<file path="config.mk">
export PLATFORM = sky130hd
export DESIGN_NAME = greedy_coin_change_unit_flat
export DESIGN_NICKNAME = d
export VERILOG_FILES = /design/src/hdl/gcc_pkg.sv /design/src/hdl/gcc_channels_if.sv /design/src/hdl/gcc_cell.sv /design/src/hdl/gcc_ctrl.sv /design/src/hdl/greedy_coin_change_unit.sv /design/src/flat_wrapper.sv
export SDC_FILE = /design/constraint.sdc
export NUM_CORES = 1
export LEC_CHECK = 0
export BUFFER_PORTS_ARGS = -buffer_cell sky130_fd_sc_hd__buf_2
export CORE_ASPECT_RATIO = 0.75
export CORE_MARGIN = 1.5
export CORE_UTILIZATION = 65
export DETAILED_ROUTE_END_ITERATION = 6
export PLACE_DENSITY = 0.89
export SYNTH_ARGS = -nofsm -noshare
export SYNTH_HDL_FRONTEND = slang
export SYNTH_HIERARCHICAL = 1
export SYNTH_SLANG_ARGS = --single-unit
</file>
<file path="constraint.sdc">
create_clock -name clock -period 9.4 [get_ports clock]
set_input_delay 1.88 -clock clock [delete_from_list [all_inputs] [get_ports clock]]
set_output_delay 1.88 -clock clock [all_outputs]
set_load 0.02 [all_outputs]
</file>
<file path="src/hdl/gcc_pkg.sv">
// Shared types and constants for the greedy coin change unit.
package gcc_pkg;

   localparam int DataWidth     = 16;
   localparam int StepWidth     = $clog2(DataWidth);
   localparam int NumRegs       = 4;
   localparam int CsrIndexWidth = 2;

   typedef logic [DataWidth-1:0] data_type;

   // Power-on denominations; entries past the register list read as unused.
   localparam data_type DenomReset [8] = '{
      16'd1, 16'd5, 16'd10, 16'd25, 16'd0, 16'd0, 16'd0, 16'd0
   };

   typedef struct packed {
      logic     valid;
      data_type value;
   } sort_tok_type;

   typedef struct packed {
      logic     valid;
      data_type rem;
   } div_tok_type;

   typedef struct packed {
      logic     used;
      data_type value;
      data_type count;
   } cell_stat_type;

   typedef enum logic [2:0] {
      StIdle,
      StSort,
      StStart,
      StDivide,
      StEmit
   } ctrl_state_type;

endpackage

</file>
<file path="src/hdl/gcc_channels_if.sv">
// Request and response channel interfaces of the greedy coin change unit.
interface gcc_req_if;
   logic              valid;
   logic              ready;
   gcc_pkg::data_type amount;

   modport source (output valid, output amount, input ready);
   modport sink (input valid, input amount, output ready);
endinterface

interface gcc_rsp_if;
   logic              valid;
   logic              ready;
   gcc_pkg::data_type coin_value;
   gcc_pkg::data_type coin_count;
   gcc_pkg::data_type remainder;
   logic              exact;
   logic              last;

   modport source (
      output valid, output coin_value, output coin_count, output remainder,
      output exact, output last, input ready
   );
   modport sink (
      input valid, input coin_value, input coin_count, input remainder,
      input exact, input last, output ready
   );
endinterface

</file>
<file path="src/hdl/gcc_cell.sv">
// One cell of the chain: sorted insertion slot plus a bit-serial divider.
module gcc_cell (
   input  logic                   clock,
   input  logic                   reset,
   input  logic                   clear,
   input  gcc_pkg::sort_tok_type  sort_in,
   output gcc_pkg::sort_tok_type  sort_out,
   input  gcc_pkg::div_tok_type   div_in,
   output gcc_pkg::div_tok_type   div_out,
   output gcc_pkg::cell_stat_type stat
);

   logic                         held_valid_ff, held_valid_in;
   gcc_pkg::data_type            held_ff, held_in;
   gcc_pkg::sort_tok_type        sort_out_ff, sort_out_in;
   logic                         busy_ff, busy_in;
   logic [gcc_pkg::StepWidth-1:0] step_ff, step_in;
   gcc_pkg::data_type            part_ff, part_in;
   gcc_pkg::data_type            quot_ff, quot_in;
   gcc_pkg::data_type            count_ff, count_in;
   gcc_pkg::div_tok_type         div_out_ff, div_out_in;
   logic [gcc_pkg::DataWidth:0]  shifted;
   logic [gcc_pkg::DataWidth:0]  diff;
   logic                         fits;

   // The chain is kept in descending order, so a value walks down until it
   // meets a smaller entry, which it displaces, or an equal one, where it stops.
   always_comb begin
      held_valid_in = held_valid_ff;
      held_in       = held_ff;
      sort_out_in   = '0;
      if (clear) begin
         held_valid_in = 1'b0;
      end else if (sort_in.valid) begin
         if (!held_valid_ff) begin
            held_valid_in = 1'b1;
            held_in       = sort_in.value;
         end else if (sort_in.value > held_ff) begin
            held_in           = sort_in.value;
            sort_out_in.valid = 1'b1;
            sort_out_in.value = held_ff;
         end else if (sort_in.value < held_ff) begin
            sort_out_in = sort_in;
         end
      end
   end

   // Restoring division, one quotient bit per cycle.
   always_comb begin
      shifted = {part_ff, quot_ff[gcc_pkg::DataWidth-1]};
      diff    = shifted - {1'b0, held_ff};
      fits    = (shifted >= {1'b0, held_ff});
   end

   always_comb begin
      busy_in    = busy_ff;
      step_in    = step_ff;
      part_in    = part_ff;
      quot_in    = quot_ff;
      count_in   = count_ff;
      div_out_in = '0;
      if (clear) begin
         busy_in  = 1'b0;
         count_in = '0;
      end else if (div_in.valid) begin
         if (held_valid_ff) begin
            busy_in = 1'b1;
            step_in = '0;
            part_in = '0;
            quot_in = div_in.rem;
         end else begin
            count_in   = '0;
            div_out_in = div_in;
         end
      end else if (busy_ff) begin
         part_in = fits ? diff[gcc_pkg::DataWidth-1:0]
                        : shifted[gcc_pkg::DataWidth-1:0];
         quot_in = {quot_ff[gcc_pkg::DataWidth-2:0], fits};
         step_in = step_ff + 1'b1;
         if (step_ff == gcc_pkg::StepWidth'(gcc_pkg::DataWidth - 1)) begin
            busy_in          = 1'b0;
            count_in         = quot_in;
            div_out_in.valid = 1'b1;
            div_out_in.rem   = part_in;
         end
      end
   end

   always_ff @(posedge clock) begin
      if (reset) begin
         held_valid_ff <= 1'b0;
         sort_out_ff   <= '0;
         busy_ff       <= 1'b0;
         div_out_ff    <= '0;
      end else begin
         held_valid_ff <= held_valid_in;
         sort_out_ff   <= sort_out_in;
         busy_ff       <= busy_in;
         div_out_ff    <= div_out_in;
      end
      held_ff  <= held_in;
      step_ff  <= step_in;
      part_ff  <= part_in;
      quot_ff  <= quot_in;
      count_ff <= count_in;
   end

   assign sort_out   = sort_out_ff;
   assign div_out    = div_out_ff;
   assign stat.used  = held_valid_ff && (count_ff != '0);
   assign stat.value = held_ff;
   assign stat.count = count_ff;

   a_busy_needs_value: assert property (@(posedge clock) disable iff (reset)
      busy_ff |-> held_valid_ff)
      else $error("cell divides without a denomination");

   a_done_not_busy: assert property (@(posedge clock) disable iff (reset)
      div_out_ff.valid |-> !busy_ff)
      else $error("cell hands on a remainder while still dividing");

endmodule

</file>
<file path="src/hdl/gcc_ctrl.sv">
// Sequencer: feeds the chain, starts the division pass and emits results.
module gcc_ctrl #(
   parameter int NUM_DENOMS = 4
) (
   input  logic                   clock,
   input  logic                   reset,
   gcc_req_if.sink                req_ch,
   gcc_rsp_if.source              rsp_ch,
   input  gcc_pkg::data_type      denom [NUM_DENOMS],
   input  gcc_pkg::cell_stat_type stat [NUM_DENOMS],
   input  gcc_pkg::div_tok_type   div_done,
   output logic                   clear,
   output gcc_pkg::sort_tok_type  sort_feed,
   output gcc_pkg::div_tok_type   div_start
);

   localparam int CntW = $clog2(2 * NUM_DENOMS);
   localparam int IdxW = (NUM_DENOMS > 1) ? $clog2(NUM_DENOMS) : 1;

   gcc_pkg::ctrl_state_type state_ff, state_in;
   logic [CntW-1:0]         cnt_ff, cnt_in;
   logic [IdxW-1:0]         idx_ff, idx_in;
   gcc_pkg::data_type       amount_ff, amount_in;
   gcc_pkg::data_type       final_rem_ff, final_rem_in;
   logic                    rsp_valid_ff, rsp_valid_in;
   gcc_pkg::data_type       rsp_value_ff, rsp_value_in;
   gcc_pkg::data_type       rsp_count_ff, rsp_count_in;
   gcc_pkg::data_type       rsp_rem_ff, rsp_rem_in;
   logic                    rsp_exact_ff, rsp_exact_in;
   logic                    rsp_last_ff, rsp_last_in;

   logic                    req_take;
   logic                    sort_done;
   logic [NUM_DENOMS-1:0]   used;
   logic [NUM_DENOMS-1:0]   below;
   logic                    any_used;
   logic                    more_below;
   gcc_pkg::cell_stat_type  sel;
   gcc_pkg::data_type       feed_value;
   logic                    out_free;
   logic                    load;
   logic                    load_last;

   always_comb begin
      feed_value = '0;
      sel        = '0;
      for (int i = 0; i < NUM_DENOMS; i++) begin
         used[i]  = stat[i].used;
         below[i] = (IdxW'(i) < idx_ff);
         if (cnt_ff == CntW'(i)) begin
            feed_value = denom[i];
         end
         if (idx_ff == IdxW'(i)) begin
            sel = stat[i];
         end
      end
      any_used   = |used;
      more_below = |(used & below);
   end

   assign req_take  = req_ch.valid && req_ch.ready;
   assign sort_done = (cnt_ff == CntW'(2 * NUM_DENOMS - 1));
   assign out_free  = !rsp_valid_ff || rsp_ch.ready;

   // Next state.
   always_comb begin
      state_in = state_ff;
      unique case (state_ff)
         gcc_pkg::StIdle: begin
            if (req_take) state_in = gcc_pkg::StSort;
         end
         gcc_pkg::StSort: begin
            if (sort_done) state_in = gcc_pkg::StStart;
         end
         gcc_pkg::StStart: begin
            state_in = gcc_pkg::StDivide;
         end
         gcc_pkg::StDivide: begin
            if (div_done.valid) state_in = gcc_pkg::StEmit;
         end
         gcc_pkg::StEmit: begin
            if (load && load_last) state_in = gcc_pkg::StIdle;
         end
         default: state_in = gcc_pkg::StIdle;
      endcase
   end

   // Outputs toward the channels and the chain.
   always_comb begin
      req_ch.ready    = (state_ff == gcc_pkg::StIdle);
      clear           = req_take;
      sort_feed.valid = (state_ff == gcc_pkg::StSort) && (cnt_ff < CntW'(NUM_DENOMS))
                        && (feed_value != '0);
      sort_feed.value = feed_value;
      div_start.valid = (state_ff == gcc_pkg::StStart);
      div_start.rem   = amount_ff;
      load            = (state_ff == gcc_pkg::StEmit) && out_free
                        && (!any_used || sel.used);
      load_last       = !any_used || !more_below;
   end

   // Datapath registers.
   always_comb begin
      cnt_in       = cnt_ff;
      idx_in       = idx_ff;
      amount_in    = amount_ff;
      final_rem_in = final_rem_ff;
      rsp_valid_in = rsp_valid_ff && !rsp_ch.ready;
      rsp_value_in = rsp_value_ff;
      rsp_count_in = rsp_count_ff;
      rsp_rem_in   = rsp_rem_ff;
      rsp_exact_in = rsp_exact_ff;
      rsp_last_in  = rsp_last_ff;
      if (req_take) begin
         amount_in = req_ch.amount;
         cnt_in    = '0;
      end
      if (state_ff == gcc_pkg::StSort) begin
         cnt_in = cnt_ff + 1'b1;
      end
      if (div_done.valid) begin
         final_rem_in = div_done.rem;
         idx_in       = IdxW'(NUM_DENOMS - 1);
      end
      if ((state_ff == gcc_pkg::StEmit) && any_used && (!sel.used || load)) begin
         idx_in = idx_ff - 1'b1;
      end
      if (load) begin
         rsp_valid_in = 1'b1;
         rsp_value_in = any_used ? sel.value : '0;
         rsp_count_in = any_used ? sel.count : '0;
         rsp_rem_in   = load_last ? final_rem_ff : '0;
         rsp_exact_in = load_last && (final_rem_ff == '0);
         rsp_last_in  = load_last;
      end
   end

   always_ff @(posedge clock) begin
      if (reset) begin
         state_ff     <= gcc_pkg::StIdle;
         cnt_ff       <= '0;
         idx_ff       <= '0;
         rsp_valid_ff <= 1'b0;
      end else begin
         state_ff     <= state_in;
         cnt_ff       <= cnt_in;
         idx_ff       <= idx_in;
         rsp_valid_ff <= rsp_valid_in;
      end
      amount_ff    <= amount_in;
      final_rem_ff <= final_rem_in;
      rsp_value_ff <= rsp_value_in;
      rsp_count_ff <= rsp_count_in;
      rsp_rem_ff   <= rsp_rem_in;
      rsp_exact_ff <= rsp_exact_in;
      rsp_last_ff  <= rsp_last_in;
   end

   assign rsp_ch.valid      = rsp_valid_ff;
   assign rsp_ch.coin_value = rsp_value_ff;
   assign rsp_ch.coin_count = rsp_count_ff;
   assign rsp_ch.remainder  = rsp_rem_ff;
   assign rsp_ch.exact      = rsp_exact_ff;
   assign rsp_ch.last       = rsp_last_ff;

   a_done_in_divide: assert property (@(posedge clock) disable iff (reset)
      div_done.valid |-> (state_ff == gcc_pkg::StDivide))
      else $error("division pass finished outside the divide phase");

   a_exact_on_last: assert property (@(posedge clock) disable iff (reset)
      (rsp_valid_ff && rsp_exact_ff) |-> (rsp_last_ff && (rsp_rem_ff == '0)))
      else $error("exact flag on a result that is not a clean final one");

   a_more_follow: assert property (@(posedge clock) disable iff (reset)
      (load && !load_last) |=> (state_ff == gcc_pkg::StEmit))
      else $error("left the emit phase with results still pending");

endmodule

</file>
<file path="src/hdl/greedy_coin_change_unit.sv">
// Top level of the greedy coin change unit: registers, cell chain and sequencer.
//
//   Channel   Direction  Handshake        Carries
//   req_ch    in         valid / ready    amount
//   rsp_ch    out        valid / ready    coin_value, coin_count, remainder, exact, last
//   csr_*     in         csr_we only      denomination register writes
//
// One amount at a time: insertion into the sorted chain, then a bit-serial division
// in each cell that holds a denomination, while an empty cell passes the remainder on,
// then a scan of the cells on output.
// Reset is synchronous and restores the power-on denominations.
// A stalled response only delays the emit phase; req_ch is ready again once the
// last result of an amount is in the output register.
module greedy_coin_change_unit #(
   parameter int NUM_DENOMS = 4
) (
   input  logic                                clock,
   input  logic                                reset,
   gcc_req_if.sink                             req_ch,
   gcc_rsp_if.source                           rsp_ch,
   input  logic                                csr_we,
   input  logic [gcc_pkg::CsrIndexWidth-1:0]   csr_index,
   input  gcc_pkg::data_type                   csr_wdata
);

   gcc_pkg::data_type      denom [NUM_DENOMS];
   gcc_pkg::cell_stat_type stat [NUM_DENOMS];
   gcc_pkg::sort_tok_type  sort_tok [NUM_DENOMS+1];
   gcc_pkg::div_tok_type   div_tok [NUM_DENOMS+1];
   logic                   clear;

   for (genvar i = 0; i < NUM_DENOMS; i++) begin : g_denom
      if (i < gcc_pkg::NumRegs) begin : g_reg
         gcc_pkg::data_type denom_ff, denom_in;

         always_comb begin
            denom_in = denom_ff;
            if (csr_we && (csr_index == gcc_pkg::CsrIndexWidth'(i))) begin
               denom_in = csr_wdata;
            end
         end

         always_ff @(posedge clock) begin
            if (reset) begin
               denom_ff <= gcc_pkg::DenomReset[i];
            end else begin
               denom_ff <= denom_in;
            end
         end

         assign denom[i] = denom_ff;
      end else begin : g_unused
         assign denom[i] = '0;
      end
   end

   for (genvar i = 0; i < NUM_DENOMS; i++) begin : g_cell
      gcc_cell u_cell (
         .clock    (clock),
         .reset    (reset),
         .clear    (clear),
         .sort_in  (sort_tok[i]),
         .sort_out (sort_tok[i+1]),
         .div_in   (div_tok[i]),
         .div_out  (div_tok[i+1]),
         .stat     (stat[i])
      );
   end

   gcc_ctrl #(
      .NUM_DENOMS (NUM_DENOMS)
   ) u_ctrl (
      .clock     (clock),
      .reset     (reset),
      .req_ch    (req_ch),
      .rsp_ch    (rsp_ch),
      .denom     (denom),
      .stat      (stat),
      .div_done  (div_tok[NUM_DENOMS]),
      .clear     (clear),
      .sort_feed (sort_tok[0]),
      .div_start (div_tok[0])
   );

endmodule
</file>
<file path="src/flat_wrapper.sv">
// flat-port wrapper written by rule: the top's interface ports become plain ports
module greedy_coin_change_unit_flat 
#(
   parameter int NUM_DENOMS = 4
)
  (clock, reset, csr_we, csr_index, csr_wdata, req_ch_valid, req_ch_amount, req_ch_ready, rsp_ch_valid, rsp_ch_coin_value, rsp_ch_coin_count, rsp_ch_remainder, rsp_ch_exact, rsp_ch_last, rsp_ch_ready);
  gcc_req_if req_ch_i ();
  gcc_rsp_if rsp_ch_i ();
  input  logic clock;
  input  logic reset;
  input  logic csr_we;
  input  logic [gcc_pkg::CsrIndexWidth-1:0] csr_index;
  input  gcc_pkg::data_type csr_wdata;
  input wire logic [$bits(req_ch_i.valid)-1:0] req_ch_valid;
  input wire logic [$bits(req_ch_i.amount)-1:0] req_ch_amount;
  output wire logic [$bits(req_ch_i.ready)-1:0] req_ch_ready;
  output wire logic [$bits(rsp_ch_i.valid)-1:0] rsp_ch_valid;
  output wire logic [$bits(rsp_ch_i.coin_value)-1:0] rsp_ch_coin_value;
  output wire logic [$bits(rsp_ch_i.coin_count)-1:0] rsp_ch_coin_count;
  output wire logic [$bits(rsp_ch_i.remainder)-1:0] rsp_ch_remainder;
  output wire logic [$bits(rsp_ch_i.exact)-1:0] rsp_ch_exact;
  output wire logic [$bits(rsp_ch_i.last)-1:0] rsp_ch_last;
  input wire logic [$bits(rsp_ch_i.ready)-1:0] rsp_ch_ready;
  assign req_ch_i.valid = req_ch_valid;
  assign req_ch_i.amount = req_ch_amount;
  assign req_ch_ready = req_ch_i.ready;
  assign rsp_ch_valid = rsp_ch_i.valid;
  assign rsp_ch_coin_value = rsp_ch_i.coin_value;
  assign rsp_ch_coin_count = rsp_ch_i.coin_count;
  assign rsp_ch_remainder = rsp_ch_i.remainder;
  assign rsp_ch_exact = rsp_ch_i.exact;
  assign rsp_ch_last = rsp_ch_i.last;
  assign rsp_ch_i.ready = rsp_ch_ready;
  greedy_coin_change_unit #(.NUM_DENOMS(NUM_DENOMS)) u_core (.clock(clock), .reset(reset), .req_ch(req_ch_i), .rsp_ch(rsp_ch_i), .csr_we(csr_we), .csr_index(csr_index), .csr_wdata(csr_wdata));
endmodule
</file>
# After elaboration in Yosys (flattened, before gate mapping)
# Cells that the tools add are included.
# totals
output_inout_bits,52
wordCells,311
regBits,554
inputBits,39
# classes
reduce_logical,66
eq_ne,34
n_mux,120
n_bitwise,8
n_addsub,10
magnitude_cmp,16
# op_table
operator,n
16-bit 2-to-1 mux,56
17-bit 2-to-1 mux,22
33-bit 2-to-1 mux,4
16-bit nonzero test,5
17-bit by 16-bit greater-or-equal comparator with 1-bit output,4
16-bit greater-than comparator,4
16-bit subtractor,4
16-bit less-than comparator,3
4-bit 2-to-1 mux,12
3-bit AND reduction,12
"2-bit inequality test, second input constant",10
2-bit nonzero test,10
4-bit OR reduction,5
1-bit logical AND,18
3-bit 2-to-1 mux,6
1-bit 2-to-1 mux,17
"4-bit by 1-bit adder with 4-bit output, second input constant",4
"4-bit == test, second input constant",4
16-bit logical NOT,1
3-bit one-hot mux with 5 select lines,1
"3-bit by 2-bit == test with 1-bit output, second input constant",4
"2-bit by 1-bit inequality test with 1-bit output, second input constant",6
"2-bit == test, second input constant",4
1-bit NOT,7
other kinds (16),31

# Logic depth before layout (Yosys ltp)
# Gate-level depths: netlist of the first run.
# logic_depth
ltp_word,11
ltp_mapped,18
mapped_depth_nobuf,15

# Cells and area by module
# Netlist of the first run, hierarchy kept.
# modules_own_cells
mod,n_inst,seq_area_each_um2,area_each_um2,cells_per_inst
gcc_cell,4,2602.5,5059.9,473
gcc_ctrl,1,2642.5,5119.9,522
greedy_coin_change_unit,1,1281.2,2557.5,236

# Worst setup path before layout of the first run
# OpenSTA, ideal clock, no wires.
# synth_path
kind,in2reg
start,input port req_ch_valid
end,register u_core.g_cell[0].u_cell.part_ff[0] (enable)
arrival_time_ns,4.520
t_required_ns,8.959
slack_ns,4.438
path_stages,4
setup_time_ns,0.441
cell_sequence,and2_1 clkbuf_1 clkbuf_1 a21oi_1
# synth_via
elab_chain_len,3
# synth_rtl
item,line,rtl
start: declaration,flat_wrapper.sv:14,input wire logic [$bits(req_ch_i.valid)-1:0] req_ch_valid;
1-bit logical AND,gcc_ctrl.sv:61,assign req_take = req_ch.valid && req_ch.ready;
1-bit NOT (no source line),n/a,
3-bit AND reduction (no source line),n/a,
end signal: assignment,gcc_cell.sv:103,part_ff <= part_in;
end: declaration,gcc_cell.sv:18,"gcc_pkg::data_type part_ff, part_in;"
# Every way passes these cells.
# A chain may end at the register's enable or synchronous reset.

==> results of run 1 <==
-- layout make-up --
cell class                 count  area (sq um)
clock buffer                  66          1438
inverter                      99         371.6
sequential                   554         13990
clock inverter                30         301.5
tap                          561         701.9
multi-input combinational   1807         12330
timing repair buffer         113         623.1
fill                        2774         11400
-- metrics by stage --
step | cells | worst slack (ns) | utilization | cell area, sq um | power, mW
floorplan | 2610 | 4.439 | - | 27400 | 2.774
global placement | 3134 | 5.008 | 0.6807 | 28020 | 2.838
detailed placement | 3134 | 4.850 | 0.6807 | 28020 | 2.847
CTS | 3230 | 4.917 | 0.7230 | 29760 | 4.960
global route | 3230 | 4.518 | 0.7230 | 29760 | 5.085
finish | 3230 | 4.715 | 0.7230 | 29760 | 4.962
-- worst max-delay path: stages, from the launching register on --
cell	delay (ns)
dfxtp_1	0.34
inv_1	0.13
ha_1	0.73
inv_1	0.44
o21ai_0	0.33
o21ai_1	0.20
ha_1	0.35
a21o_1	0.16
a21o_1	0.17
a21o_1	0.17
a21oi_1	0.13
o21ai_0	0.14
a21o_1	0.23
nor2_1	0.81
a22o_1	0.28
-- per-layer routing --
layer,routed length [um],global-route usage,vias up
li1,-,-,9509
met5,0,0,-
met1,30160,0.4954,10280
met3,9377,0.06845,175
met4,2049,0.09736,0
met2,32630,0.5071,1436
-- flip-flops by register name, indices dropped and copies added, names as in the netlist, 3 cells and up --
register	flops
u_core/g_denom.g_reg.denom_ff	64
u_core/g_cell.u_cell/step_ff	16
u_core/g_cell.u_cell/count_ff	64
u_core/g_cell.u_cell/part_ff	64
u_core/g_cell.u_cell/sort_out	51
u_core/g_cell.u_cell/held_valid_ff	4
u_core/g_cell.u_cell/held_ff	64
u_core/u_ctrl/cnt_ff	3
u_core/g_cell.u_cell/div_out	68
u_core/g_cell.u_cell/quot_ff	64
u_core/g_cell.u_cell/busy_ff	4
u_core/u_ctrl/final_rem_ff	16
u_core/u_ctrl/rsp_ch.coin_value	16
u_core/u_ctrl/state_ff	3
u_core/u_ctrl/rsp_ch.coin_count	16
u_core/u_ctrl/amount_ff	16
u_core/u_ctrl/rsp_ch.remainder	16
-- power groups by stage --
stage / sequential (mW) / clock, mW / combinational (mW)
after floorplan: 2.61 / 0 / 0.161
after global placement: 2.62 / 0 / 0.215
after detailed placement: 2.62 / 0 / 0.223
after CTS: 2.57 / 2.16 / 0.226
after global routing: 2.57 / 2.26 / 0.250
final: 2.57 / 2.16 / 0.233
-- path summary, 6_finish.rpt --
kind	end	slack, ns	depth (start not counted)
max	u_core/g_cell[0].u_cell/sort_out[14]	4.72	14
min	u_core/u_ctrl/final_rem_ff[8]	0.40	0
max reg2reg	u_core/g_cell[0].u_cell/sort_out[14]	4.72	14
min reg2reg	u_core/u_ctrl/final_rem_ff[8]	0.40	0
==> impl_metrics.ini, run 1 <==
[outcome]
status = finished, violations left
failed_checks = DRC

[setup_path]
critPathLaunchType = flip-flop
worstReg2RegStart = u_core/u_ctrl/cnt_ff[0]
worst_ep_required_time_ns = 9.92
path_class = flip-flop to flip-flop
arrival_ns = 5.20
crit_start = u_core/u_ctrl/cnt_ff[0]
cp-end-kind = flip-flop
worstPathMaxFanout = 23

[sta]
fmax_mhz = 213.5
tightestPinTransition_ns = 1.337
relSlewSlack = 0.1056
hold_viol = 0
fin_crit_ns = 4.685
holdWs_ns = 0.4046
finalSetupViolCount = 0
rsz0062_at_grt = false
fin_tns_setup_ns = 0
slew_violations = 0
period_share = 0.4984
finClkSkew_ns = 0.02364

[power_and_ir_drop]
power.density_nw_per_um2 = 166.8
p_switching_mw = 1.101
p_seq_frac = 0.518
ir_worst_vdd_mv = 0.1715
power_frac_comb = 0.047
swShare = 0.2220
internal-power_mw = 3.861
p_leak_nw = 12.03
clkPwrFrac = 0.435

[floorplan]
coreArea_sq_um = 41160
die_y_um = 180.8
start_util = 0.6657
fp.dieW_um = 240.1
row_count = 64
pin_count = 91
design.die.area_sq_um = 43410

[final_layout]
fin_nets = 2812
layout_commonest_cell = edfxtp_1
most-common-layout-cells = 290 x edfxtp_1, 264 x dfxtp_1, 252 x nand2_1
synthToLayoutAreaGrowth_pct = 8.598
drive_gt1_frac = 0.1132
diodes = 0

[clocking]
post_cts_buffers = 0
clkLatencyLatePin_ns = 0.59
cts_tree = built
cts_root_buffer = clkbuf_16
path_clk_slew_ns = 0.07
hold_buffers = 0
htree_levels = 2
cts_buffer_depth = 3
cts_buffers = 51
cts_sinks = 554
post_cts_resized = 0

[drt]
drt_iter0_markers = 3332
vias_per_cell = 6.625
drc = 1
detail-route-antenna-nets = 0
wl_mm = 74.21
dr.pass1.iters = 7
wl_per_cell_um = 22.98
vias = 21400

[logic_synthesis]
syn_avg_cell_area_sq_um = 10.50
syn_nets = 2796
synth_area_sq_um = 27400
ys.warnings.count = 6
synthCells = 2610

[flow_run]
cap_violations = 0

[global_routing]
grt_pass1_vias = 20250
grt-ovfl-total = 0
antenna_found_initial = 3
grt_pass1_wl_mm = 114.0
grt_max_degree = 88
grtUsageTotal = 0.3376

[place]
gp_congestion = 0.9383
dpl.hpwl_mm = 52.78
portBuffers = 90

[hold_path]
hold_start = u_core/g_cell[3].u_cell/div_out[8]
worstHoldPathType = flip-flop to flip-flop
(Power assumes the default switching activity.)
==> inputs of run 2 (changes only) <==
Settings changed: CORE_UTILIZATION 65 to 63, PLACE_DENSITY 0.89 to 0.87.
Clock period 9.4 ns to 4.7 ns, I/O delays scaled along.
==> impl_metrics.ini, run 2 (synthesized netlist as in run 1, its figures left out) <==
[floorplan]
pin_count = 91
die_y_um = 183.6
fp.dieW_um = 243.8
row_count = 65
coreArea_sq_um = 42450
start_util = 0.6454
design.die.area_sq_um = 44770

[power_and_ir_drop]
power.density_nw_per_um2 = 334.8
p_leak_nw = 12.13
power_frac_comb = 0.047
swShare = 0.2208
total_power_mw = 10.02
internal-power_mw = 7.805
p_switching_mw = 2.212
clkPwrFrac = 0.440
ir_worst_vdd_mv = 0.2739
p_seq_frac = 0.513

[clocking]
cts_tree = built
hold_buffers = 0
cts_buffer_depth = 3
clkLatencyLatePin_ns = 0.59
htree_levels = 2
post_cts_buffers = 0
path_clk_slew_ns = 0.07
cts_buffers = 51
cts_sinks = 554
cts_root_buffer = clkbuf_16

[setup_path]
cp_slowest_cell = nor2b_2
cp-end-kind = flip-flop
worst_ep_required_time_ns = 4.99
crit_path_max_incr_delay_ns = 0.60
arrival_ns = 4.50
worstPathMaxFanout = 22
path_class = flip-flop to flip-flop
path_buf_inv = 2
crit_family = compound AO/OA/AOI/OAI gates
critPathLaunchType = flip-flop
cp_common_cell = a21o_1
path_cells = inv_1 > ha_2 > nor2b_2 > a221oi_1 > o21ai_1 > ha_1 > a21o_1 > a21o_1 > a21o_1 > a21oi_1 > o21ai_0 > a21o_1 > nand2_1 > a21oi_1 > buf_4

[global_routing]
grt-ovfl-total = 0
top_usage_layer = met2
met1_usage = 0.4701
grtUsageTotal = 0.3213
grt_pass1_wl_mm = 112.0
gr-usage-met3 = 0.07138
grt_pass1_vias = 20000
grt_max_degree = 67
antenna_found_initial = 2
grtUsageMet2 = 0.4784

[sta]
fin_tns_setup_ns = 0
slew_violations = 0
hold_viol = 0
finClkSkew_ns = 0.01098
fin_crit_ns = 4.212
fin_ws_ns = 0.4885
period_share = 0.8961
holdWs_ns = 0.4076
relSlewSlack = 0.1602
tightestPinTransition_ns = 1.257
fmax_mhz = 237.4
rsz0062_at_grt = false
finalSetupViolCount = 0

[final_layout]
most-common-layout-cells = 290 x edfxtp_1, 264 x dfxtp_1, 252 x nand2_1
design_area_sq_um = 29920
fin_nets = 2827
layout_commonest_cell = edfxtp_1
synthToLayoutAreaGrowth_pct = 9.192
largest_register_ffs = 68
drive_gt1_frac = 0.1207

[outcome]
status = finished, violations left
failed_checks = DRC

[hold_path]
worstHoldPathType = flip-flop to flip-flop

[drt]
wl_mm = 73.05
wl_per_cell_um = 22.44
detail-route-antenna-nets = 0
drc = 1
dr.pass1.iters = 7
drt_iter0_markers = 2839
vias = 21330
vias_per_cell = 6.554

[place]
dpl.hpwl_mm = 52.32
dpl_cell_area_sq_um = 28140
place_ws_ns = 0.4524
portBuffers = 90
gp_congestion = 0.9540

[flow_run]
cap_violations = 0
[run 2: cell types whose count changed in the layout (fill, tap and decap cells not counted)]
cell / change
clkinv_8: -1
clkinv_2: +3
clkbuf_16: -3
clkbuf_1: -3
clkinv_1: -3
inv_4: -1
buf_4: +15
inv_6: +3
ha_2: +1
diode_2: +2
clkinvlp_4: +1
clkbuf_8: +1
bufinv_16: +3
ha_1: -1
[run 2: power by group through the flow]
stage                     Clock [mW]  Combinational (mW)  Sequential (mW)
after floorplan                    0               0.322             5.23
after CTS                       4.44               0.453             5.14
final                           4.41               0.467             5.14
after global routing            4.64               0.503             5.14
after global placement             0               0.435             5.25
after detailed placement           0               0.449             5.25
[run 2: final timing paths]
kind | start | endpoint | slack, ns | cells past startpoint
worst min-delay path | u_core/g_cell[3].u_cell/div_out[8] | u_core/u_ctrl/final_rem_ff[8] | 0.41 | 0
worst min register to register | u_core/g_cell[3].u_cell/div_out[8] | u_core/u_ctrl/final_rem_ff[8] | 0.41 | 0
worst max register to register | u_core/u_ctrl/cnt_ff[1] | u_core/g_cell[0].u_cell/held_ff[10] | 0.49 | 15
worst max-delay path | u_core/u_ctrl/cnt_ff[1] | u_core/g_cell[0].u_cell/held_ff[10] | 0.49 | 15
[run 2: stage by stage]
stage	util	std cells
after floorplan	-	2610
after global placement	0.6629	3157
after detailed placement	0.6629	3157
after CTS	0.7046	3253
after global routing	0.7047	3253
final	0.7048	3255
[run 2: per-layer routing]
metal	up-vias	routed length (um)
li1	9547	-
met1	10310	30890
met2	1319	31420
met3	154	8757
met4	2	1909
met5	-	72
[run 2: final cells by class]
type,instances,area [sq um]
Tap cell,569,711.9
Multi-Input combinational cell,1807,12330
Fill cell,2995,12530
Inverter,99,371.6
Sequential cell,554,13990
Antenna cell,2,5.005
Timing Repair Buffer,128,735.7
Clock inverter,35,406.6
Clock buffer,61,1365
[run 2: repair_timing]
item                                    4_1_cts  5_1_grt
endpoints found under the setup margin        0       10
resized for setup                             0        1
endpoints found under the hold margin         0        0
